## config.mk

```make
export PLATFORM = sky130hd
export DESIGN_NAME = sset_mem
export DESIGN_NICKNAME = d
export VERILOG_FILES = /design/src/design/strength_score_eviction_table_defines.svh /design/src/design/sset_pkg.sv /design/src/design/sset_mem.sv
export SDC_FILE = /design/constraint.sdc
export NUM_CORES = 2
export LEC_CHECK = 0
export BUFFER_PORTS_ARGS = -buffer_cell sky130_fd_sc_hd__buf_2
export CORE_MARGIN = 5
export CORE_UTILIZATION = 37
export CTS_CLUSTER_DIAMETER = 150
export DETAILED_ROUTE_END_ITERATION = 8
export GPL_ROUTABILITY_DRIVEN = 0
export PLACE_DENSITY = 0.65
export SLEW_MARGIN = 30
export SYNTH_ARGS = -nofsm -noshare
export SYNTH_HDL_FRONTEND = slang
export SYNTH_MEMORY_MAX_BITS = 65536
export SYNTH_SLANG_ARGS = --single-unit
```

## constraint.sdc

```tcl
create_clock -name clk -period 4.8 [get_ports clk]
set_input_delay 0.24 -clock clk [delete_from_list [all_inputs] [get_ports clk]]
set_output_delay 0.24 -clock clk [all_outputs]
set_load 0.03 [all_outputs]
```

## src/design/strength_score_eviction_table_defines.svh

```systemverilog
// Assertion helpers shared by the scoring table RTL.
// Both expect clk and rst_n in the scope of the caller.
`ifndef STRENGTH_SCORE_EVICTION_TABLE_DEFINES_SVH
`define STRENGTH_SCORE_EVICTION_TABLE_DEFINES_SVH

// Same-cycle implication.
`define SSET_ASSERT_IMP(lbl, ante, cons, msg) \
  lbl: assert property (@(posedge clk) disable iff (!rst_n) (ante) |-> (cons)) \
    else $error(msg);

// Next-cycle implication.
`define SSET_ASSERT_NXT(lbl, ante, cons, msg) \
  lbl: assert property (@(posedge clk) disable iff (!rst_n) (ante) |=> (cons)) \
    else $error(msg);

`endif

```

## src/design/sset_pkg.sv

```systemverilog
`timescale 1ns / 1ps
`default_nettype none

package sset_pkg;

  // action codes
  localparam logic [1:0] ACT_WRITE   = 2'd0;
  localparam logic [1:0] ACT_RESCORE = 2'd1;
  localparam logic [1:0] ACT_VICTIM  = 2'd2;

  // register indexes
  localparam logic [2:0] CFG_ENTRIES_IN_USE = 3'd0;
  localparam logic [2:0] CFG_W_IMPORTANCE   = 3'd1;
  localparam logic [2:0] CFG_W_RECENCY      = 3'd2;
  localparam logic [2:0] CFG_W_FREQUENCY    = 3'd3;
  localparam logic [2:0] CFG_W_DECAY        = 3'd4;
  localparam logic [2:0] CFG_PROTECT        = 3'd5;

  // register reset values
  localparam logic [6:0] RST_ENTRIES_IN_USE = 7'd0;
  localparam logic [7:0] RST_W_IMPORTANCE   = 8'd40;
  localparam logic [7:0] RST_W_RECENCY      = 8'd30;
  localparam logic [7:0] RST_W_FREQUENCY    = 8'd5;
  localparam logic [7:0] RST_W_DECAY        = 8'd1;
  localparam logic [6:0] RST_PROTECT        = 7'd90;

  // day arithmetic: 86400000 = 2^10 * 84375
  localparam int          TIME_W          = 48;
  localparam int          DAY_SHIFT       = 10;
  localparam int          XW              = TIME_W - DAY_SHIFT;
  localparam int          XSPLIT          = 19;
  localparam int          RECIP_W         = 22;
  localparam int          PPW             = XSPLIT + RECIP_W;
  localparam int          SUMW            = XW + RECIP_W;
  localparam int          DAY_RECIP_SHIFT = 38;
  localparam int          DAYS_W          = 22;
  localparam logic [16:0] DAY_ODD         = 17'd84375;
  localparam logic [21:0] DAY_RECIP       = 22'd3257812;

  // percent division by reciprocal, exact below 43690
  localparam logic [12:0] PCT_RECIP = 13'd5243;
  localparam int          PCT_SHIFT = 19;

  localparam logic [6:0] PERCENT      = 7'd100;
  localparam logic [6:0] SCORE_MAX    = 7'd100;
  localparam int         RECENCY_DAYS = 30;

  typedef struct packed {
    logic [1:0]  action;
    logic [5:0]  slot;
    logic [6:0]  importance;
    logic [47:0] touched_ms;
    logic [15:0] recall_cnt;
    logic [6:0]  initial_score;
    logic [47:0] now_ms;
  } in_item_t;

  typedef struct packed {
    logic [6:0] changed_count;
    logic [5:0] victim_index;
    logic       victim_found;
  } out_item_t;

  typedef struct packed {
    logic [6:0]  importance;
    logic [47:0] seen_ms;
    logic [15:0] recalls;
  } meta_t;

  typedef struct packed {
    logic [7:0] w_imp;
    logic [7:0] w_rec;
    logic [7:0] w_freq;
    logic [7:0] w_dec;
  } wgt_t;

  typedef struct packed {
    logic busy;
    logic wb_vld;
    logic changed;
  } pipe_stat_t;

  typedef enum logic [1:0] {
    ST_IDLE,
    ST_WALK,
    ST_DRAIN,
    ST_DONE
  } state_t;

endpackage

`default_nettype wire

```

## src/design/sset_mem.sv

```systemverilog
`timescale 1ns / 1ps
`default_nettype none

module sset_mem #(
  parameter int DEPTH = 64,
  parameter int AW    = 6
) (
  input  wire                  clk,
  input  wire                  meta_we,
  input  wire [AW-1:0]         meta_waddr,
  input  sset_pkg::meta_t      meta_wdata,
  input  wire                  score_we,
  input  wire [AW-1:0]         score_waddr,
  input  wire [6:0]            score_wdata,
  input  wire                  rd_en,
  input  wire [AW-1:0]         rd_addr,
  output sset_pkg::meta_t      rd_meta,
  output logic [6:0]           rd_score
);

  sset_pkg::meta_t meta_mem [DEPTH];
  logic [6:0]      score_mem [DEPTH];

  always_ff @(posedge clk) begin
    if (meta_we) begin
      meta_mem[meta_waddr] <= meta_wdata;
    end
    if (rd_en) begin
      rd_meta <= meta_mem[rd_addr];
    end
  end

  always_ff @(posedge clk) begin
    if (score_we) begin
      score_mem[score_waddr] <= score_wdata;
    end
    if (rd_en) begin
      rd_score <= score_mem[rd_addr];
    end
  end

endmodule

`default_nettype wire

```

==> results summary <==
The first-iteration detailed-routing DRC count is 14.16k. Global routing consumed, over all layers together, 20.96% of the routing resources. The number of nets produced by synthesis came out at 8097. The final antenna-violating net count came out at 0. At the end of the flow, the number of nets in the layout was 8709.

STA puts the critical path data required time at 5530 ps. In this run, distinct cell masters in the synthesized netlist total 32. Summed over all nets, the half-perimeter wirelength after detailed placement is 306.3 mm. The aggregate negative setup slack came out at 0 ps. The number of cell rows is 263. The number of sinks driven by the clock tree is 5070.

Relative to the synthesized area, the layout overhead comes to 14.79%. The CTS tree is built. The number of failing hold endpoints at the final stage came to 0.

The slowest stage of the critical path belongs to the cell sky130_fd_sc_hd__nand3b_1. Across all layers, the routed design uses 95.48k vias. The number of non-filler instances in the completed layout is 15.90k.

Of all nets on the critical path, the largest fanout is 29. The worst register-to-register path has a depth of 4. The residual DRC count came out at 0.

The clock transition at the register clock pins on the worst setup and hold paths after CTS is 60 ps. The average cell area after synthesis is 23.87 sq um. The highest clock rate came out at 400.4 MHz. The largest net degree at the start of global routing came out at 122.

The die area is 530500 sq um. Dividing total power by cell area gives a power density of 413.0 nW/um^2. The first global-routing pass estimated 779.8 mm of wire.

The biggest area contributor in the post-synthesis netlist is sky130_fd_sc_hd__edfxtp_1. The number of clock buffers inserted by TritonCTS came out at 471. The path class of the tightest hold or removal check is in -> reg. During placement, the flow inserted port buffers numbering 177. Setup repair after global routing left no endpoint under its margin. At the pin with the least slew margin, the transition time is 1269 ps. In this run the number of H-tree levels came out at 5. The per-cell routed wire length is 35.70 um. Summed over all layers, the global routing overflow is 0. The endpoint kind of the worst setup timing path is a flip-flop. Setup violations remaining at the end of the flow were counted as 0.

The number of pins exceeding their max-slew limit in the final report is 0. The number of synthesized register bits came out at 5070. The fraction of registers with async set/reset came out at 0%. The startpoint identified for the worst hold timing path is score_waddr[4].

The most common cell in the synthesized netlist is sky130_fd_sc_hd__edfxtp_1. The setup fix buffers added after clock tree synthesis came out at 0. The effective utilization at floorplan is 37.17%.

The number of instances in the synthesized netlist came out at 7997. The number of antenna violations at the first check in global routing was 49. By area the synthesized netlist is led by sky130_fd_sc_hd__edfxtp_1, sky130_fd_sc_hd__mux4_2, sky130_fd_sc_hd__a22oi_1. The worst setup path startpoint is rd_addr[3]. The total standard cell area after synthesis came out at 190900 sq um. The buffering stage count on the worst path with inverters included came out at 2. The period utilization is 52.03%. Using the TritonRoute via totals, the vias-per-cell ratio works out to 6.004. The worst-case clock buffer depth is 4. The number of warnings printed during yosys synthesis came out at 0. The flow ran to the end, and the final reports show no timing, DRC or antenna violations. The sequential area share after synthesis came out at 79.74%.

For this run, the detailed router's first-pass iteration total came to 6. The via count of the first global-routing pass was 94.10k. The fraction of layout instances using a drive strength above 1 is 27.86%. The die extent in y came out at 728.3 um. The area share of the leading cell type in the synthesized netlist came out at 79.74%. For this run, the leading register cell type out of synthesis is sky130_fd_sc_hd__edfxtp_1. In the synthesized netlist, the cells that appear most often are sky130_fd_sc_hd__edfxtp_1, sky130_fd_sc_hd__mux4_2, sky130_fd_sc_hd__a22oi_1. The root buffer selected by CTS is sky130_fd_sc_hd__clkbuf_16. The critical path runs through a total of 6 cells.

The wire length after detailed routing is 567.7 mm. The cell family contributing the most delay on the critical path is buffers and inverters. The cell count of the worst hold path came out at 4. The signal arrival time at the worst endpoint is 3220 ps.

Walking the worst path, the cells encountered are buf_4, nand3b_1, buf_4, o22ai_1, a211oi_1, o211a_1. The final critical-path required period came out at 2498 ps. The area of the core is 513700 sq um.

The longest individual stage delay on the worst path is 840 ps. The critical path is of the in -> reg type. In this run, synthesis inferred 5070 flip-flops with an integrated enable.

In this run the static leakage power is 0.06717 uW. The clock latency on the worst-skew pair is 1010 ps. The placed instance count is 14.94k. The kind of start point of the critical path is an input port. The most common cell type on the critical path is sky130_fd_sc_hd__buf_4. The worst setup skew after layout came out at 56.10 ps. The hold-fix buffer count after cts is 82. Once the clock tree was built, the resizer swapped 0 gates to a different size. The number of violations of the max-capacitance limit came out at 0. VDD sags by at most 0.3224 mV. In this run the critical register-to-register path is launched from meta_mem[30][19]. The count of pins on the block boundary is 178. Measured against its own limit, the worst slew margin works out to 15.39%.

Measured along the x axis, the die boundary spans 728.3 um.
-- cells in the final DEF, fill, tap and decap left out, types with 96 or more instances in the layout --
master and count:
sky130_fd_sc_hd__edfxtp_1 5070, sky130_fd_sc_hd__mux4_2 1248, sky130_fd_sc_hd__clkbuf_16 473, sky130_fd_sc_hd__a22oi_1 312
sky130_fd_sc_hd__buf_4 286, sky130_fd_sc_hd__nand3_1 165, sky130_fd_sc_hd__mux2i_1 139, sky130_fd_sc_hd__o22ai_1 135
sky130_fd_sc_hd__buf_12 111, sky130_fd_sc_hd__clkinv_1 109, sky130_fd_sc_hd__nor2_1 105, sky130_fd_sc_hd__clkbuf_1 99
sky130_fd_sc_hd__buf_2 96
-- layer usage --
layer	track usage, %	vias to the layer above	wire, um
met5	0	-	187
met4	7.330	28	23680
met3	5.069	1160	68310
met2	33.51	6749	269100
met1	28.19	51530	206400
li1	-	36010	-
-- worst paths after layout --
kind                            to  slack, ps
setup / recovery       rd_score[2]       2300
hold / removal    score_mem[18][5]        110
setup reg to reg       rd_meta[19]       2690
hold reg to reg         rd_meta[0]        860
-- cell families (layout without fill, tap and decap cells) --
| family | Yosys count | count (layout) | share of synthesized area [%] |
|---|---|---|---|
| AND/OR/NAND/NOR | 401 | 401 | 0.9699 |
| flip-flops | 5070 | 5070 | 79.74 |
| AO/OA/AOI/OAI | 680 | 680 | 2.702 |
| other | 0 | 18 | 0 |
| multiplexers | 1387 | 1387 | 15.45 |
| buffers and inverters | 459 | 1457 | 1.138 |
-- layout make-up --
cell class                 count  area (sq um)
clock inverter               287          2835
clock buffer                 572         12210
timing repair buffer         597          6071
antenna                       18         45.04
inverter                       1         3.754
tap                         6890          8621
multi-input combinational   2468         37130
fill                       42890        294500
sequential                  5070        152200
-- metrics by stage --
step / setup WS (ps) / cell area (sq um) / total power [uW] / hold WS (ps) / utilization, %
global placement: 1438 / 202700 / 54540 / 820.1 / 39.45
detailed placement: 1455 / 203000 / 54670 / 802.5 / 39.52
CTS: 2478 / 218800 / 90890 / 1.804 / 42.60
finish: 2302 / 219200 / 90520 / 113.1 / 42.67
floorplan: 259.1 / 190900 / 52540 / 338.9 / -
global route: 2428 / 219100 / 93030 / 88.32 / 42.66
-- registers in the layout, summed over array words and instances (netlist names) --
signal and cells:
score_mem 448, rd_meta 71, meta_mem 4544, rd_score 7
-- worst reg2reg max path: cells and delay by family, from the launching register on --
kind           cells  cell delay, ps
multiplexers       2            1010
AO/OA/AOI/OAI      2             490
flip-flops         1             370
-- where the power goes --
group | switching [uW] | internal (uW)
clock | 16300 | 20400
combinational | 2890 | 1600
sequential | 192 | 49100
total | 19400 | 71100
(Power assumes the default switching activity.)
