**src/design/strength_score_eviction_table_defines.svh**
```systemverilog
// Assertion helpers shared by the scoring table RTL.
// Both expect clk and rst_n in the scope of the caller.
`ifndef STRENGTH_SCORE_EVICTION_TABLE_DEFINES_SVH
`define STRENGTH_SCORE_EVICTION_TABLE_DEFINES_SVH

// Same-cycle implication.
`define SSET_ASSERT_IMP(lbl, ante, cons, msg) \
  lbl: assert property (@(posedge clk) disable iff (!rst_n) (ante) |-> (cons)) \
    else $error(msg);

// Next-cycle implication.
`define SSET_ASSERT_NXT(lbl, ante, cons, msg) \
  lbl: assert property (@(posedge clk) disable iff (!rst_n) (ante) |=> (cons)) \
    else $error(msg);

`endif

```
**src/design/sset_pkg.sv**
```systemverilog
`timescale 1ns / 1ps
`default_nettype none

package sset_pkg;

  // action codes
  localparam logic [1:0] ACT_WRITE   = 2'd0;
  localparam logic [1:0] ACT_RESCORE = 2'd1;
  localparam logic [1:0] ACT_VICTIM  = 2'd2;

  // register indexes
  localparam logic [2:0] CFG_ENTRIES_IN_USE = 3'd0;
  localparam logic [2:0] CFG_W_IMPORTANCE   = 3'd1;
  localparam logic [2:0] CFG_W_RECENCY      = 3'd2;
  localparam logic [2:0] CFG_W_FREQUENCY    = 3'd3;
  localparam logic [2:0] CFG_W_DECAY        = 3'd4;
  localparam logic [2:0] CFG_PROTECT        = 3'd5;

  // register reset values
  localparam logic [6:0] RST_ENTRIES_IN_USE = 7'd0;
  localparam logic [7:0] RST_W_IMPORTANCE   = 8'd40;
  localparam logic [7:0] RST_W_RECENCY      = 8'd30;
  localparam logic [7:0] RST_W_FREQUENCY    = 8'd5;
  localparam logic [7:0] RST_W_DECAY        = 8'd1;
  localparam logic [6:0] RST_PROTECT        = 7'd90;

  // day arithmetic: 86400000 = 2^10 * 84375
  localparam int          TIME_W          = 48;
  localparam int          DAY_SHIFT       = 10;
  localparam int          XW              = TIME_W - DAY_SHIFT;
  localparam int          XSPLIT          = 19;
  localparam int          RECIP_W         = 22;
  localparam int          PPW             = XSPLIT + RECIP_W;
  localparam int          SUMW            = XW + RECIP_W;
  localparam int          DAY_RECIP_SHIFT = 38;
  localparam int          DAYS_W          = 22;
  localparam logic [16:0] DAY_ODD         = 17'd84375;
  localparam logic [21:0] DAY_RECIP       = 22'd3257812;

  // percent division by reciprocal, exact below 43690
  localparam logic [12:0] PCT_RECIP = 13'd5243;
  localparam int          PCT_SHIFT = 19;

  localparam logic [6:0] PERCENT      = 7'd100;
  localparam logic [6:0] SCORE_MAX    = 7'd100;
  localparam int         RECENCY_DAYS = 30;

  typedef struct packed {
    logic [1:0]  action;
    logic [5:0]  slot;
    logic [6:0]  importance;
    logic [47:0] touched_ms;
    logic [15:0] recall_cnt;
    logic [6:0]  initial_score;
    logic [47:0] now_ms;
  } in_item_t;

  typedef struct packed {
    logic [6:0] changed_count;
    logic [5:0] victim_index;
    logic       victim_found;
  } out_item_t;

  typedef struct packed {
    logic [6:0]  importance;
    logic [47:0] seen_ms;
    logic [15:0] recalls;
  } meta_t;

  typedef struct packed {
    logic [7:0] w_imp;
    logic [7:0] w_rec;
    logic [7:0] w_freq;
    logic [7:0] w_dec;
  } wgt_t;

  typedef struct packed {
    logic busy;
    logic wb_vld;
    logic changed;
  } pipe_stat_t;

  typedef enum logic [1:0] {
    ST_IDLE,
    ST_WALK,
    ST_DRAIN,
    ST_DONE
  } state_t;

endpackage

`default_nettype wire

```
**src/design/sset_score.sv**
```systemverilog
`timescale 1ns / 1ps
`default_nettype none

module sset_score #(
  parameter int AW = 6
) (
  input  wire                   clk,
  input  wire                   rst_n,
  input  wire                   in_vld,
  input  wire [AW-1:0]          in_addr,
  input  sset_pkg::meta_t       in_meta,
  input  wire [6:0]             in_score,
  input  wire [47:0]            now_ms,
  input  sset_pkg::wgt_t        wgt,
  output sset_pkg::pipe_stat_t  stat,
  output logic [AW-1:0]         wb_addr,
  output logic [6:0]            wb_score
);

  localparam int NS   = 9;
  localparam int NETW = 31;

  // floor(v / 100) for v below 43690
  function automatic logic [8:0] pct_div(input logic [14:0] v);
    logic [27:0] p;
    p = 28'(v) * 28'(sset_pkg::PCT_RECIP);
    return p[27:sset_pkg::PCT_SHIFT];
  endfunction

  logic [NS-1:0]  vld_r;
  logic [AW-1:0]  addr_r [NS];
  logic [6:0]     old_r  [NS];
  logic [6:0]     imp_r  [5];
  logic [15:0]    rec_r  [5];

  logic [sset_pkg::XW-1:0]     x0_r, x1_r, x2_r, x3_r, prod_r;
  logic [sset_pkg::PPW-1:0]    pph_r, ppl_r;
  logic [sset_pkg::RECIP_W-1:0] qe_r, q3_r;
  logic [sset_pkg::DAYS_W-1:0] days_r;
  logic [14:0]                 pimp_r, prec_r;
  logic [23:0]                 pfreq_r, pfreq2_r;
  logic [29:0]                 pdec_r, pdec2_r, pdec3_r;
  logic [8:0]                  qimp_r, qrec_r;
  logic [24:0]                 pos_r;
  logic [NETW-1:0]             net_r;

  logic [47:0]                 diff;
  logic [sset_pkg::SUMW-1:0]   est;
  logic [sset_pkg::XW-1:0]     rem;
  logic [6:0]                  rec_base;
  logic [6:0]                  score;

  always_comb begin
    diff = now_ms - in_meta.seen_ms;
    est  = {pph_r, {sset_pkg::XSPLIT{1'b0}}} + sset_pkg::SUMW'(ppl_r);
    rem  = x3_r - prod_r;
    if (days_r < sset_pkg::DAYS_W'(sset_pkg::RECENCY_DAYS)) begin
      rec_base = sset_pkg::PERCENT - ({2'b00, days_r[4:0]} + {1'b0, days_r[4:0], 1'b0});
    end else begin
      rec_base = '0;
    end
  end

  always_ff @(posedge clk) begin
    if (!rst_n) begin
      vld_r <= '0;
    end else begin
      vld_r <= {vld_r[NS-2:0], in_vld};
    end
  end

  always_ff @(posedge clk) begin
    addr_r[0] <= in_addr;
    old_r[0]  <= in_score;
    imp_r[0]  <= in_meta.importance;
    rec_r[0]  <= in_meta.recalls;
    for (int k = 1; k < NS; k++) begin
      addr_r[k] <= addr_r[k-1];
      old_r[k]  <= old_r[k-1];
    end
    for (int k = 1; k < 5; k++) begin
      imp_r[k] <= imp_r[k-1];
      rec_r[k] <= rec_r[k-1];
    end

    // elapsed ms / 1024
    if (now_ms > in_meta.seen_ms) begin
      x0_r <= diff[47:sset_pkg::DAY_SHIFT];
    end else begin
      x0_r <= '0;
    end

    // reciprocal estimate, split in two partial products
    pph_r <= sset_pkg::PPW'(x0_r[sset_pkg::XW-1:sset_pkg::XSPLIT])
             * sset_pkg::PPW'(sset_pkg::DAY_RECIP);
    ppl_r <= sset_pkg::PPW'(x0_r[sset_pkg::XSPLIT-1:0])
             * sset_pkg::PPW'(sset_pkg::DAY_RECIP);
    x1_r  <= x0_r;

    qe_r <= est[sset_pkg::SUMW-1:sset_pkg::DAY_RECIP_SHIFT];
    x2_r <= x1_r;

    prod_r <= sset_pkg::XW'(qe_r) * sset_pkg::XW'(sset_pkg::DAY_ODD);
    q3_r   <= qe_r;
    x3_r   <= x2_r;

    // estimate is low by at most one
    if (rem >= sset_pkg::XW'(sset_pkg::DAY_ODD)) begin
      days_r <= q3_r + sset_pkg::DAYS_W'(1);
    end else begin
      days_r <= q3_r;
    end

    pimp_r  <= 15'(imp_r[4]) * 15'(wgt.w_imp);
    prec_r  <= 15'(rec_base) * 15'(wgt.w_rec);
    pfreq_r <= 24'(rec_r[4]) * 24'(wgt.w_freq);
    pdec_r  <= 30'(days_r) * 30'(wgt.w_dec);

    qimp_r   <= pct_div(pimp_r);
    qrec_r   <= pct_div(prec_r);
    pfreq2_r <= pfreq_r;
    pdec2_r  <= pdec_r;

    pos_r   <= 25'(qimp_r) + 25'(qrec_r) + 25'(pfreq2_r);
    pdec3_r <= pdec2_r;

    net_r <= NETW'(pos_r) - NETW'(pdec3_r);
  end

  // clamp to 0..100
  always_comb begin
    if (net_r[NETW-1]) begin
      score = '0;
    end else if (net_r > NETW'(sset_pkg::SCORE_MAX)) begin
      score = sset_pkg::SCORE_MAX;
    end else begin
      score = net_r[6:0];
    end
  end

  assign wb_addr      = addr_r[NS-1];
  assign wb_score     = score;
  assign stat.busy    = |vld_r;
  assign stat.wb_vld  = vld_r[NS-1];
  assign stat.changed = score != old_r[NS-1];

endmodule

`default_nettype wire

```
**config.mk**
```make
export PLATFORM = sky130hd
export DESIGN_NAME = sset_score
export DESIGN_NICKNAME = d
export VERILOG_FILES = /design/src/design/strength_score_eviction_table_defines.svh /design/src/design/sset_pkg.sv /design/src/design/sset_score.sv
export SDC_FILE = /design/constraint.sdc
export NUM_CORES = 2
export LEC_CHECK = 0
export ABC_CLOCK_PERIOD_IN_PS = 5650
export BUFFER_PORTS_ARGS = -buffer_cell sky130_fd_sc_hd__buf_2
export CAP_MARGIN = 30
export CORE_MARGIN = 2
export CORE_UTILIZATION = 30
export DETAILED_ROUTE_END_ITERATION = 7
export GPL_TIMING_DRIVEN = 0
export SLEW_MARGIN = 20
export SYNTH_ARGS = -nofsm -noshare
export SYNTH_HDL_FRONTEND = slang
export SYNTH_SLANG_ARGS = --single-unit
```
**constraint.sdc**
```tcl
create_clock -name clk -period 5.65 [get_ports clk]
set_input_delay 0.8475 -clock clk [delete_from_list [all_inputs] [get_ports clk]]
set_output_delay 0.8475 -clock clk [all_outputs]
set_load 0.03 [all_outputs]
```
==> metrics.sh <==
HOLD_VIOLATIONS=0
FINAL_NETS=8754
ROUTABILITYCONGESTION=0.8798
FILLERS=21362
FAILING_CHECKS='negative setup slack'
NETLIST_INSTANCES=6338
FINAL_LAYOUT_SIZE_SUFFIX_GT1_SHARE_PCT=13.12
MAXCAPVIOLATIONS=0
RSZ0062_AT_GRT='yes'
SYNTH.AVG_CELL_AREA_UM2=10.13
TIMING.REG2REG.WORST_PATH_DEPTH=21
DIE_W_UM=466.6
GRT_PASS1_VIAS=45158
SYNTH_AREA_UM2=64190
SYNTHFLOPTYPE='sky130_fd_sc_hd__dfxtp_1'
WIRE_LENGTH_OF_THE_FIRST_GLOBAL_ROUTING_PASS_UM=225900
YOSYSWARNINGS=0
STATUS='finished with violations'
DESIGN.PORTCOUNT=183
NETLIST-CELL-TYPE-COUNT=95
CTS.ROOT.BUFFER_CELL='sky130_fd_sc_hd__clkbuf_16'
POST-ROUTE-PERIOD-UTIL_PCT=108.7
DIE-AREA_UM2=217700
SETUP.REG_TO_REG.WORST_SLACK_NS=-0.49
CTS_MAX_PATH_BUFFERS=3
TIMING_WORST_SLEW_PIN_VALUE_NS=0.8775
HOLD_PATH_DEPTH=1
CRITICALPATHCATEGORY='reg2reg'
SYNTHARSTFLOPSHARE_PCT=0
VIAS_PER_CELL=4.386
POST_DRT_WL_PER_CELL_UM=14.06
SYNTH_LARGEST_AREA_CELL='sky130_fd_sc_hd__fa_1'
END_KIND='flip-flop'
FP-ROW-COUNT=169
TIMING.FINAL.CRIT_PERIOD_NS=6.144
DR_TOTAL_VIAS=42311
DR_WL_MET2_UM=66980
CRITICAL_PATH_ARRIVAL_NS=6.79
COREAREA_UM2=212300
CTSHTREEMAXLEVEL=3
ROUTE.DETAILED.DRC=0
GRT_ANTENNA_BEFORE_REPAIR=16
WL_MET1_UM=60250
MAXUSEDROUTINGLAYER='met5'
SYNTH_TOP_CELL_AREA_SHARE_PCT=26.20
DRT_FIRST_PASS_ITERS=5
REGISTER_AREA_UM2=16150
LAYOUT-AREA-OVERHEAD-VS-SYNTH_PCT=16.56
WORSTSETUPSTARTPOINTTYPE='flip-flop'
CLOCK_INSERTION_DELAY_WORST_SKEW_NS=0.72
FINALCOREUTILIZATION_PCT=35.24
CTS.SINKS=795
GROUTE.USAGE.OVERALL_PCT=12.70
DETAIL_ROUTE.ITER0.VIOLATIONS=1919
MAX_CLOCK_SKEW_NS=0.05481
FINAL-SETUP-VIOL-COUNT=17
ROUTED-WL-MET3_UM=4552
YOSYSSEQAREASHARE_PCT=24.79
GLOBALROUTEOVERFLOWTOTAL=0
MAX_TRANSITION_MARGIN_PCT=41.35
POSTSYNTHREGISTERBITS=795
ROUTED_WIRELENGTH_UM=135600
DIE_HEIGHT_UM=466.6
YS_TOP_CELLS_BY_AREA='sky130_fd_sc_hd__fa_1, sky130_fd_sc_hd__dfxtp_1, sky130_fd_sc_hd__ha_1'
CTS.REPORTEDPATHS.CLKPINSLEW_NS=0.06
SETUP-TNS-FINAL_NS=-4.098
FINAL_ANTENNA_VIOLATING_NET_COUNT=0
START_UTIL_PCT=30.24
MAXIMUM_NUMBER_OF_PINS_ON_ONE_NET_BEFORE_GLOBAL_ROUTE_REPAIR=16
FOOTPRINT_OF_THE_MULTI_INPUT_GATES_UM2=44160
CRITICAL_PATH.MAX_FANOUT=8
CTS.HOLD.BUFFERS_ADDED=0
REPORT.FINAL.SLEW_VIOL_COUNT=0
PLACEMENT.IO_BUFFERS=182
FIN_WS_NS=-0.4943
NUMCTSBUFFERS=86
CRITICAL_PATH_REQUIRED_NS=6.30
HOLD_PATH_CLASS='in2reg'
SYNTH_NETS=8340
DETAILEDPLACEMENTHPWL_UM=111100
TRITONCTS='built'
MAX_CLOCK_FREQ_GHz=0.1628
NUMBER_OF_ENABLE_FLIP_FLOP_CELLS_AFTER_SYNTHESIS=0
## what timing repair did
action,4_1_cts,5_1_grt
setup endpoints to repair,60,59
setup buffers,78,79
resized for setup,210,243
pin swaps,90,175
## cells by family after synthesis
| family | count (synthesis) | share of synthesized area [%] |
|---|---|---|
| compound gates | 700 | 7.198 |
| xor+xnor | 303 | 4.134 |
| fa+ha+maj | 1835 | 45.59 |
| buf+inv | 1502 | 8.877 |
| flops | 795 | 24.79 |
| mux | 12 | 0.1930 |
| simple gates | 1191 | 9.212 |
## path summary, 6_finish.rpt
path                  endpoint  startpoint
setup / recovery     ppl_r[39]     x0_r[8]
hold / removal    addr_r[0][1]  in_addr[1]
setup reg to reg     ppl_r[39]     x0_r[8]
hold reg to reg       x2_r[28]    x1_r[28]
## registers in the layout (all words and copies together), names as in the netlist, 30 cells and up
name and count:
pph_r 37, x0_r 38, net_r 31, pdec_r 30
pdec2_r 30, rec_r 80, prod_r 37, pdec3_r 30
imp_r 35, x3_r 38, old_r 63, x2_r 38
x1_r 38, addr_r 54
## metal layers
layer / GRT usage [%] / vias up
li1: - / 20837
met1: 16.05 / 20581
met2: 22.32 / 681
met3: 1.755 / 208
met4: 3.888 / 4
met5: 0 / -
## through the flow
stage | instance area (um^2) | setup slack, ns | hold WS, ns | instances
after floorplan | 64410 | -0.01884 | 0.3096 | 6338
after global placement | 68850 | -1.053 | 0.3098 | 9341
after detailed placement | 68860 | -1.023 | 0.3121 | 9341
after CTS | 73250 | -0.6352 | 0.1740 | 9569
after global routing | 74820 | -0.7140 | 0.1920 | 9645
final | 74820 | -0.4943 | 0.2459 | 9646
## critical path, stage by stage (launching register included)
cell and delay [ns]:
sky130_fd_sc_hd__dfxtp_4 0.40, sky130_fd_sc_hd__ha_4 0.30, sky130_fd_sc_hd__inv_2 0.04, sky130_fd_sc_hd__fa_1 0.51, sky130_fd_sc_hd__inv_2 0.04, sky130_fd_sc_hd__fa_1 0.49
sky130_fd_sc_hd__fa_1 0.43, sky130_fd_sc_hd__fa_1 0.51, sky130_fd_sc_hd__fa_1 0.59, sky130_fd_sc_hd__ha_4 0.23, sky130_fd_sc_hd__a2111oi_4 0.44, sky130_fd_sc_hd__o311ai_2 0.20
sky130_fd_sc_hd__a21oi_4 0.21, sky130_fd_sc_hd__a21oi_4 0.12, sky130_fd_sc_hd__o2111ai_4 0.24, sky130_fd_sc_hd__a21oi_4 0.09, sky130_fd_sc_hd__o31a_1 0.31, sky130_fd_sc_hd__o2111a_2 0.28
sky130_fd_sc_hd__o211ai_1 0.22, sky130_fd_sc_hd__nand2b_1 0.14, sky130_fd_sc_hd__a21oi_2 0.15, sky130_fd_sc_hd__xnor2_1 0.12
## cell type report
| type | instances | area share [%] |
|---|---|---|
| tap | 2821 | 4.717 |
| sequential | 795 | 21.59 |
| buffer | 69 | 0.4649 |
| clock buffer | 111 | 3.204 |
| inverter | 1423 | 7.171 |
| antenna | 4 | 0.01338 |
| timing repair buffer | 336 | 2.890 |
| clock inverter | 46 | 0.9248 |
| multi-input combinational | 4041 | 59.02 |
## synthesized netlist by cell type (73+ instances only)
cell                      instances
sky130_fd_sc_hd__inv_1         1423
sky130_fd_sc_hd__o21ai_0        118
sky130_fd_sc_hd__dfxtp_1        795
sky130_fd_sc_hd__and2_1         237
sky130_fd_sc_hd__ha_1           995
sky130_fd_sc_hd__fa_1           840
sky130_fd_sc_hd__a21o_1         109
sky130_fd_sc_hd__xor2_1          73
sky130_fd_sc_hd__a21oi_1        205
sky130_fd_sc_hd__nand2_1        364
sky130_fd_sc_hd__nor2_1         225
sky130_fd_sc_hd__xnor2_1        230
## placed cells by master, fill, tap and decap left out, types with 45 or more instances in the layout
master / netlist / layout
sky130_fd_sc_hd__clkbuf_1: 60 / 48
sky130_fd_sc_hd__ha_4: 0 / 59
sky130_fd_sc_hd__nor3_1: 58 / 55
sky130_fd_sc_hd__inv_1: 1423 / 1384
sky130_fd_sc_hd__and2_1: 237 / 234
sky130_fd_sc_hd__o21a_1: 45 / 45
sky130_fd_sc_hd__clkbuf_16: 0 / 87
sky130_fd_sc_hd__nand2_1: 364 / 358
sky130_fd_sc_hd__o21ai_0: 118 / 106
sky130_fd_sc_hd__nand4_1: 47 / 47
sky130_fd_sc_hd__ha_1: 995 / 916
sky130_fd_sc_hd__buf_2: 7 / 189
sky130_fd_sc_hd__a21oi_1: 205 / 177
sky130_fd_sc_hd__xnor2_1: 230 / 221
sky130_fd_sc_hd__dfxtp_1: 795 / 710
sky130_fd_sc_hd__nand3_1: 62 / 59
sky130_fd_sc_hd__fa_1: 840 / 827
sky130_fd_sc_hd__xor2_1: 73 / 71
sky130_fd_sc_hd__dfxtp_4: 0 / 53
sky130_fd_sc_hd__a21o_1: 109 / 109
sky130_fd_sc_hd__buf_4: 7 / 141
sky130_fd_sc_hd__nor2_1: 225 / 206
Power is left out: the tool's default activity adds up to more than one toggle a clock period on the data nets, which glitch-free logic cannot reach.
