$ cat src/design/strength_score_eviction_table_defines.svh
// Assertion helpers shared by the scoring table RTL.
// Both expect clk and rst_n in the scope of the caller.
`ifndef STRENGTH_SCORE_EVICTION_TABLE_DEFINES_SVH
`define STRENGTH_SCORE_EVICTION_TABLE_DEFINES_SVH

// Same-cycle implication.
`define SSET_ASSERT_IMP(lbl, ante, cons, msg) \
  lbl: assert property (@(posedge clk) disable iff (!rst_n) (ante) |-> (cons)) \
    else $error(msg);

// Next-cycle implication.
`define SSET_ASSERT_NXT(lbl, ante, cons, msg) \
  lbl: assert property (@(posedge clk) disable iff (!rst_n) (ante) |=> (cons)) \
    else $error(msg);

`endif

$ cat src/design/sset_pkg.sv
`timescale 1ns / 1ps
`default_nettype none

package sset_pkg;

  // action codes
  localparam logic [1:0] ACT_WRITE   = 2'd0;
  localparam logic [1:0] ACT_RESCORE = 2'd1;
  localparam logic [1:0] ACT_VICTIM  = 2'd2;

  // register indexes
  localparam logic [2:0] CFG_ENTRIES_IN_USE = 3'd0;
  localparam logic [2:0] CFG_W_IMPORTANCE   = 3'd1;
  localparam logic [2:0] CFG_W_RECENCY      = 3'd2;
  localparam logic [2:0] CFG_W_FREQUENCY    = 3'd3;
  localparam logic [2:0] CFG_W_DECAY        = 3'd4;
  localparam logic [2:0] CFG_PROTECT        = 3'd5;

  // register reset values
  localparam logic [6:0] RST_ENTRIES_IN_USE = 7'd0;
  localparam logic [7:0] RST_W_IMPORTANCE   = 8'd40;
  localparam logic [7:0] RST_W_RECENCY      = 8'd30;
  localparam logic [7:0] RST_W_FREQUENCY    = 8'd5;
  localparam logic [7:0] RST_W_DECAY        = 8'd1;
  localparam logic [6:0] RST_PROTECT        = 7'd90;

  // day arithmetic: 86400000 = 2^10 * 84375
  localparam int          TIME_W          = 48;
  localparam int          DAY_SHIFT       = 10;
  localparam int          XW              = TIME_W - DAY_SHIFT;
  localparam int          XSPLIT          = 19;
  localparam int          RECIP_W         = 22;
  localparam int          PPW             = XSPLIT + RECIP_W;
  localparam int          SUMW            = XW + RECIP_W;
  localparam int          DAY_RECIP_SHIFT = 38;
  localparam int          DAYS_W          = 22;
  localparam logic [16:0] DAY_ODD         = 17'd84375;
  localparam logic [21:0] DAY_RECIP       = 22'd3257812;

  // percent division by reciprocal, exact below 43690
  localparam logic [12:0] PCT_RECIP = 13'd5243;
  localparam int          PCT_SHIFT = 19;

  localparam logic [6:0] PERCENT      = 7'd100;
  localparam logic [6:0] SCORE_MAX    = 7'd100;
  localparam int         RECENCY_DAYS = 30;

  typedef struct packed {
    logic [1:0]  action;
    logic [5:0]  slot;
    logic [6:0]  importance;
    logic [47:0] touched_ms;
    logic [15:0] recall_cnt;
    logic [6:0]  initial_score;
    logic [47:0] now_ms;
  } in_item_t;

  typedef struct packed {
    logic [6:0] changed_count;
    logic [5:0] victim_index;
    logic       victim_found;
  } out_item_t;

  typedef struct packed {
    logic [6:0]  importance;
    logic [47:0] seen_ms;
    logic [15:0] recalls;
  } meta_t;

  typedef struct packed {
    logic [7:0] w_imp;
    logic [7:0] w_rec;
    logic [7:0] w_freq;
    logic [7:0] w_dec;
  } wgt_t;

  typedef struct packed {
    logic busy;
    logic wb_vld;
    logic changed;
  } pipe_stat_t;

  typedef enum logic [1:0] {
    ST_IDLE,
    ST_WALK,
    ST_DRAIN,
    ST_DONE
  } state_t;

endpackage

`default_nettype wire

$ cat src/design/sset_ctrl.sv
`timescale 1ns / 1ps
`default_nettype none
`include "strength_score_eviction_table_defines.svh"

module sset_ctrl #(
  parameter int DEPTH = 64,
  parameter int AW    = 6,
  parameter int CW    = 7
) (
  input  wire                   clk,
  input  wire                   rst_n,
  input  wire                   in_valid,
  output logic                  in_stall,
  input  sset_pkg::in_item_t    in_data,
  output logic                  out_valid,
  input  wire                   out_stall,
  output sset_pkg::out_item_t   out_data,
  input  wire [6:0]             cfg_entries,
  input  wire [6:0]             cfg_protect,
  output logic                  rd_en,
  output logic [AW-1:0]         rd_addr,
  input  sset_pkg::meta_t       rd_meta,
  input  wire [6:0]             rd_score,
  output logic                  pipe_vld,
  output logic [AW-1:0]         pipe_addr,
  output logic [47:0]           now_ms,
  input  sset_pkg::pipe_stat_t  stat,
  output logic                  wr_en,
  output logic [AW-1:0]         wr_addr
);

  localparam int CMPW = (CW > 7) ? CW : 7;

  sset_pkg::state_t    state_r, state_nxt;
  logic                accept, load_out, slot_ok, vic_hit;
  logic [CW-1:0]       n_nxt;
  logic                op_rescore_r, op_victim_r;
  logic [CW-1:0]       n_r, idx_r, chg_r;
  logic                rd_vld_r;
  logic [AW-1:0]       rd_addr_r;
  logic                found_r;
  logic [AW-1:0]       victim_r;
  logic [6:0]          best_r;
  logic [47:0]         now_r;
  logic                out_valid_r;
  sset_pkg::out_item_t out_data_r;

  // span, capped at the table depth
  always_comb begin
    if (CMPW'(cfg_entries) > CMPW'(DEPTH)) begin
      n_nxt = CW'(DEPTH);
    end else begin
      n_nxt = CW'(cfg_entries);
    end
    slot_ok = CMPW'(in_data.slot) < CMPW'(DEPTH);
    vic_hit = rd_vld_r && op_victim_r && (rd_meta.importance < cfg_protect)
              && (!found_r || (rd_score < best_r));
  end

  always_comb begin
    state_nxt = state_r;
    unique case (state_r)
      sset_pkg::ST_IDLE: begin
        if (in_valid) begin
          if (in_data.action == sset_pkg::ACT_RESCORE ||
              in_data.action == sset_pkg::ACT_VICTIM) begin
            state_nxt = sset_pkg::ST_WALK;
          end else begin
            state_nxt = sset_pkg::ST_DONE;
          end
        end
      end
      sset_pkg::ST_WALK: begin
        if (idx_r >= n_r) begin
          state_nxt = sset_pkg::ST_DRAIN;
        end
      end
      sset_pkg::ST_DRAIN: begin
        if (!rd_vld_r && !stat.busy) begin
          state_nxt = sset_pkg::ST_DONE;
        end
      end
      sset_pkg::ST_DONE: begin
        if (!out_valid_r || !out_stall) begin
          state_nxt = sset_pkg::ST_IDLE;
        end
      end
      default: state_nxt = sset_pkg::ST_IDLE;
    endcase
  end

  always_comb begin
    in_stall = state_r != sset_pkg::ST_IDLE;
    accept   = in_valid && (state_r == sset_pkg::ST_IDLE);
    rd_en    = (state_r == sset_pkg::ST_WALK) && (idx_r < n_r);
    wr_en    = accept && (in_data.action == sset_pkg::ACT_WRITE) && slot_ok;
    load_out = (state_r == sset_pkg::ST_DONE) && (!out_valid_r || !out_stall);
  end

  assign rd_addr   = idx_r[AW-1:0];
  assign wr_addr   = AW'(in_data.slot);
  assign pipe_vld  = rd_vld_r && op_rescore_r;
  assign pipe_addr = rd_addr_r;
  assign now_ms    = now_r;
  assign out_valid = out_valid_r;
  assign out_data  = out_data_r;

  always_ff @(posedge clk) begin
    if (!rst_n) begin
      state_r     <= sset_pkg::ST_IDLE;
      rd_vld_r    <= 1'b0;
      out_valid_r <= 1'b0;
      found_r     <= 1'b0;
      idx_r       <= '0;
      chg_r       <= '0;
    end else begin
      state_r     <= state_nxt;
      rd_vld_r    <= rd_en;
      out_valid_r <= load_out || (out_valid_r && out_stall);
      if (accept) begin
        found_r <= 1'b0;
        idx_r   <= '0;
        chg_r   <= '0;
      end else begin
        if (rd_en) begin
          idx_r <= idx_r + CW'(1);
        end
        if (stat.wb_vld && stat.changed) begin
          chg_r <= chg_r + CW'(1);
        end
        if (vic_hit) begin
          found_r <= 1'b1;
        end
      end
    end
  end

  always_ff @(posedge clk) begin
    rd_addr_r <= rd_addr;
    if (accept) begin
      op_rescore_r <= in_data.action == sset_pkg::ACT_RESCORE;
      op_victim_r  <= in_data.action == sset_pkg::ACT_VICTIM;
      n_r          <= n_nxt;
      now_r        <= in_data.now_ms;
      victim_r     <= '0;
    end else if (vic_hit) begin
      victim_r <= rd_addr_r;
      best_r   <= rd_score;
    end
    if (load_out) begin
      out_data_r.changed_count <= 7'(chg_r);
      out_data_r.victim_index  <= 6'(victim_r);
      out_data_r.victim_found  <= found_r;
    end
  end

  `SSET_ASSERT_IMP(a_wb_in_rescore, stat.wb_vld, op_rescore_r && (state_r == sset_pkg::ST_WALK || state_r == sset_pkg::ST_DRAIN), "score write-back outside a rescore walk")
  `SSET_ASSERT_IMP(a_walk_bound, state_r == sset_pkg::ST_WALK, idx_r <= n_r, "walk index past span")
  `SSET_ASSERT_IMP(a_victim_in_span, found_r, CW'(victim_r) < n_r, "victim outside span")
  `SSET_ASSERT_NXT(a_out_from_done, !out_valid_r && state_r != sset_pkg::ST_DONE, !out_valid_r, "result beat raised outside done")

endmodule

`default_nettype wire

$ cat config.mk
export PLATFORM = sky130hd
export DESIGN_NAME = sset_ctrl
export DESIGN_NICKNAME = d
export VERILOG_FILES = /design/src/design/sset_pkg.sv /design/src/design/sset_ctrl.sv
export VERILOG_INCLUDE_DIRS = /design/src /design/src/design
export SDC_FILE = /design/constraint.sdc
export NUM_CORES = 1
export LEC_CHECK = 0
export ABC_AREA = 1
export BUFFER_PORTS_ARGS = -buffer_cell sky130_fd_sc_hd__buf_4
export CAP_MARGIN = 20
export CORE_AREA = 4 4 121 123
export CTS_BUF_LIST = sky130_fd_sc_hd__clkbuf_8
export CTS_CLUSTER_SIZE = 20
export DETAILED_ROUTE_END_ITERATION = 16
export DIE_AREA = 0 0 125 127
export PLACE_DENSITY = 0.7
export SYNTH_ARGS = -nofsm -noshare
export SYNTH_HDL_FRONTEND = slang
export SYNTH_SLANG_ARGS = --single-unit
$ cat constraint.sdc
create_clock -name clk -period 2.2 [get_ports clk]
set_input_delay 0 -clock clk [delete_from_list [all_inputs] [get_ports clk]]
set_output_delay 0 -clock clk [all_outputs]
set_load 0.05 [all_outputs]
==> results of run 1 <==
## per-stage QoR
step           cell area (um^2)  utilization, %  total power, uW
6_report                   6720            49.2             6250
3_3_place_gp               5830            42.7             4960
3_5_place_dp               5830            42.7             5020
2_1_floorplan              4450               -             4320
4_1_cts                    6720            49.1             6340
5_1_grt                    6720            49.2             6590
## synthesized netlist by cell type (all sizes together)
library cell   n
buf           15
clkbuf         1
inv           56
clkinv         1
nor2          39
o21a           1
xnor2          3
a21o           1
dfxtp         31
nand4          5
nand3b         3
o21ai          6
xor2           2
nand3         15
nor3           4
ha            29
nand2         55
nor3b          2
o31ai          1
a21oi         24
edfxtp        78
## where the power goes
group / internal, uW / switching (uW)
registers: 2630 / 144
logic: 719 / 1550
clock network: 525 / 679
total: 3880 / 2370
## worst max-delay path: stages (launching register included)
cell and delay (ps):
dfxtp_1 490, ha_1 300, nand3b_1 90, nand2_1 50
nand2_1 90, nand2_2 150, inv_1 200, buf_4 240
## metal layers
layer	GRT usage [%]	vias to the layer above
met5	0	-
met4	4.46	0
met3	5.73	20
met2	23.1	116
met1	14.8	1552
li1	-	1694
## sequential cells by signal, summed over array words and instances, names as in the netlist
name,cells
n_r,7
out_data,14
state_r,2
victim_r,6
out_valid,1
op_rescore_r,1
found_r,1
now_ms,48
chg_r,7
idx_r,7
pipe_addr,6
op_victim_r,1
best_r,7
rd_vld_r,1
## cell type report
cell class / count / area share, %
well taps: 180 / 3.35
flip-flops and latches: 109 / 44.2
clock inverters: 7 / 1.01
repair buffers: 238 / 29.3
multi-input cells: 190 / 17.1
inverters: 57 / 3.18
clock buffers: 9 / 1.84
## cell usage in the layout (no fill, tap or decap), types with 2 or more instances in the layout
cell           synthesis  final
xnor2_1                3      3
dlygate4sd3_1          0     69
clkbuf_8               0      9
nor3_1                 3      3
o21ai_1                4      4
nand3b_1               3      3
nand3_1               14     14
a21oi_1               17     17
nor2_1                36     36
ha_1                  29     29
a21oi_2                7      7
inv_2                  3      3
dfxtp_2                0      3
dfxtp_1               31     28
edfxtp_1              78     78
nand4_1                5      5
nand2_1               54     53
inv_1                 53     55
nor2_2                 2      2
xor2_1                 2      2
nand2_2                1      2
o21ai_0                2      2
nor3b_1                2      2
buf_4                 14    168
## worst min path at each step
stage / from / to / cells after the start
final: in_data[128] / wr_addr[2] / 0
after global routing: in_data[128] / wr_addr[2] / 0
after CTS: in_data[131] / wr_addr[5] / 0
after detailed placement: in_data[131] / wr_addr[5] / 0
after global placement: in_data[131] / wr_addr[5] / 0
after floorplan: rd_score[0] / best_r[0] / 0
## repair_timing
item,4_1_cts,5_1_grt
hold buffers,69,0
resized for setup,1,3
setup buffers,0,0
hold endpoints to repair,75,0
endpoints found under the setup margin,1,1
## cell families (layout without fill, tap and decap cells)
family | after synthesis | in the layout | synth area share, %
and+or+nand+nor | 123 | 123 | 12.2
DFF | 109 | 109 | 66.6
buffers and inverters | 73 | 311 | 7.59
AOI/OAI and AO/OA | 33 | 33 | 4.47
adders and majority gates | 29 | 29 | 8.16
xor gates and xnor gates | 5 | 5 | 0.985
==> flow_summary.json, run 1 <==
{
  "pre_cts_ws_ps": 357,
  "start_kind": "flop",
  "clock_sinks": 109,
  "ys_warn_count": 0,
  "grt_pass1_vias": 3383,
  "nets": 867,
  "skew_ps": 15.6,
  "arrival_ps": 1990,
  "synthCells": 372,
  "synth.largest_area_cell": "edfxtp_1",
  "worstRegToRegCells": 7,
  "worst_slack_ps": 210,
  "tns_ps": 0,
  "die_x_um": 125,
  "regArea_um2": 2970,
  "drtAntennaViolNets": 0,
  "grt_max_degree": 50,
  "grt_pass1_wl_um": 16800,
  "multiInputGateArea_um2": 1150,
  "syn_area_per_cell_um2": 12.0,
  "cts-root-buf": "clkbuf_8",
  "coreArea_um2": 13700,
  "drt_iter0_drc": 122,
  "wl_met1_um": 4060,
  "drive_gt1_share_pct": 33.3,
  "cts-htree-levels": 3,
  "setup_viol": 0,
  "overflow": 0,
  "area.growth.synth_to_final_pct": 51.1,
  "yosysSeqAreaShare_pct": 66.6,
  "regToRegStartpoint": "state_r[0]",
  "ys_top_cells_by_area": "edfxtp_1 (53%), dfxtp_1 (14%), ha_1 (8.2%)",
  "grt_usage_pct": 13.3,
  "clk_pin_slew_ps": 100,
  "routed_wirelength_um": 10600,
  "pin_count": 318,
  "period_share_pct": 90.4,
  "p_per_area_nw_per_um2": 930,
  "status": "complete, no violations",
  "maxCapViolations": 0,
  "dp_hpwl_um": 7650,
  "synth_top_area_share_pct": 52.7,
  "required_ps": 2200,
  "cts_buffer_depth": 2,
  "crit_path_end_kind": "output port",
  "cp-startpoint": "idx_r[1]",
  "globalplace.congestion": 0.803,
  "cts_tree": "done",
  "drt-pass1-iter-count": 4,
  "cts_buffers": 9,
  "viasPerCell": 4.28,
  "die_y_um": 127,
  "rsz0062_at_grt": "no",
  "yosysUniqueCellTypes": 30,
  "rows": 43,
  "drc": 0,
  "rrSetupSlack_ps": 370,
  "r2r-end": "chg_r[5]",
  "hp-class": "in -> out",
  "syn-cell-area_um2": 4450,
  "initial_utilization_pct": 32.5,
  "hold_ws_ps": 0.0220,
  "wire_per_inst_um": 13.5,
  "fill_cells": 1230,
  "route.top_layer_used": "met4",
  "crit_fanout": 11,
  "dp.cells": 705,
  "insertion_delay_ps": 390,
  "die_area_um2": 15900,
  "vdd_drop_max_uv": 482,
  "crit_type": "reg -> out",
  "fin_cells": 790,
  "hold_violations": 0,
  "fmax_mhz": 503,
  "period_needed_ps": 1990,
  "tightest_slew_ps": 328,
  "synth-seq-cells": 109,
  "antenna_found_initial": 0,
  "finalMaxSlewViolations": 0,
  "endpoint": "rd_en",
  "leakage_uw": 0.00295,
  "vias": 3382,
  "timing.slew.headroom_pct": 78.1,
  "met3_length_um": 924,
  "diodes": 0,
  "io_buffer_count": 163,
  "wl_met2_um": 5450,
  "synth_fp_nets": 634
}
No activity file was read; power rests on OpenSTA's default activity.
==> run 2: changes to the inputs <==
RECOVER_POWER = 100   (was unset)
SLEW_MARGIN = 15   (was unset)
==> run 2 against run 1 <==
  * First-iteration DRC count fell by 9.8%
  * Worst hold slack did not move
  * Critical path type unchanged
  * Sequential share of layout area is 2.4 points higher
  * Largest power group unchanged
==> flow_summary.json, run 2 (synthesis gave the netlist of run 1 again) <==
{
  "largest_reg_flops": 48,
  "cts-htree-levels": 3,
  "grt_pass1_vias": 3383,
  "regArea_um2": 2970,
  "placed_cell_area_um2": 5830,
  "crit_top_cell": "nand2_1",
  "clock_sinks": 109,
  "status": "complete, no violations",
  "grt_pass1_wl_um": 16800,
  "setup_viol": 0,
  "period_needed_ps": 1980,
  "critPathBufInv": 2,
  "dp_hpwl_um": 7650,
  "fin_area_um2": 6380,
  "cts_buffers": 9,
  "crit_family": "flip-flops",
  "drt_iter0_drc": 110,
  "p_per_area_nw_per_um2": 942,
  "period_share_pct": 90.2,
  "rsz0062_at_grt": "no",
  "internal_power_uw": 3650,
  "coreArea_um2": 13700,
  "clk_pin_slew_ps": 90,
  "pin_count": 318,
  "cts_buffer_depth": 2,
  "rows": 43,
  "fin_cells": 790,
  "die_area_um2": 15900,
  "tightest_slew_ps": 910,
  "initial_utilization_pct": 32.5,
  "arrival_ps": 1980,
  "grt_usage_pct": 13.3,
  "die_x_um": 125,
  "drtAntennaViolNets": 0,
  "hold_violations": 0,
  "hp-class": "in -> out",
  "finalMaxSlewViolations": 0,
  "drive_gt1_share_pct": 18.9,
  "max_stage_delay_ps": 490,
  "critPathSlowestCell": "dfxtp_1",
  "p_clk_share_pct": 20.0,
  "maxCapViolations": 0,
  "vias": 3353,
  "crit_type": "reg -> out",
  "fill_cells": 1324,
  "wire_per_inst_um": 13.3,
  "timing.slew.headroom_pct": 39.3,
  "grt_max_degree": 50,
  "crit_path_end_kind": "output port",
  "io_buffer_count": 163,
  "cts_tree": "done",
  "drc": 0,
  "insertion_delay_ps": 380,
  "drt-pass1-iter-count": 4,
  "skew_ps": 13.3,
  "layout_commonest_cell": "clkbuf_1",
  "required_ps": 2200,
  "utilization_pct": 46.7,
  "antenna_found_initial": 0,
  "overflow": 0,
  "cp_cell_sequence": "ha_1 > nand3b_1 > nand2_1 > nand2_1 > nand2_2 > inv_1 > buf_4",
  "area.growth.synth_to_final_pct": 43.3,
  "fmax_mhz": 504,
  "cts-root-buf": "clkbuf_8",
  "power_frac_comb_pct": 33.8,
  "die_y_um": 127,
  "crit_fanout": 11,
  "vdd_drop_max_uv": 464,
  "p_sw_uw": 2360,
  "leakage_uw": 0.00261,
  "pwr-share-seq_pct": 46.2,
  "diodes": 0,
  "routed_wirelength_um": 10500,
  "viasPerCell": 4.24,
  "dp.cells": 705,
  "start_kind": "flop",
  "globalplace.congestion": 0.803,
  "switching_share_pct": 39.2,
  "multiInputGateArea_um2": 1150,
  "nets": 867,
  "final_cell_mix": "clkbuf_1 (87), edfxtp_1 (78), dlygate4sd3_1 (69)",
  "tns_ps": 0
}
==> run 2: cell count changes in the layout (fill, tap and decap cells not counted), sizes merged <==
cell	previous run	this run
clkbuf	9	149
buf	169	29
==> run 2: power groups by stage <==
stage / registers (uW) / clock network (uW) / logic, uW
floorplan: 3530 / 0 / 788
global placement: 2810 / 0 / 2150
detailed placement: 2820 / 0 / 2190
CTS: 2780 / 1260 / 2300
global route: 2810 / 1340 / 2200
finish: 2770 / 1200 / 2030
==> run 2: timing repair <==
item | CTS | global route
pin swaps | 0 | 0
hold endpoints to repair | 75 | 0
gates resized for setup | 1 | 3
hold buffers | 69 | 0
setup buffers | 0 | 0
setup endpoints to repair | 1 | 1
==> run 2: final cells by class <==
cell class,count,area share (%)
inverters,57,3.36
well taps,180,3.53
repair buffers,238,25.6
clock inverters,7,1.06
clock buffers,9,1.94
multi-input cells,190,18.0
flip-flops and latches,109,46.5
==> run 2: routing by layer <==
layer	GRT usage, %	vias to the layer above	routed length, um
met5	0	-	0
met4	4.46	0	148
met3	5.73	14	929
met2	23.1	110	5420
met1	14.8	1534	4030
li1	-	1695	-
==> run 2: worst reg2reg max path, delay by kind of cell (launching register included) <==
family | cells | cell delay (ps)
buf+inv | 3 | 650
flops | 1 | 390
simple gates | 2 | 380
fa+ha+maj | 1 | 220
==> run 2: final timing paths <==
check                                   from           end  slack, ps  cells after the start
worst max-delay path                idx_r[1]         rd_en        220                      7
worst min-delay path            in_data[128]    wr_addr[2]       0.02                      0
worst max register to register    state_r[0]     best_r[0]        220                      6
worst min register to register      idx_r[0]  pipe_addr[0]        410                      0
==> run 2: stage by stage <==
stage          power [uW]  hold WS, ps  worst slack, ps
2_1_floorplan        4320         98.9              228
3_3_place_gp         4960        0.370              395
3_5_place_dp         5020        0.370              357
4_1_cts              6340        0.370             97.6
5_1_grt              6350       0.0790             16.7
6_report             6010       0.0220              216
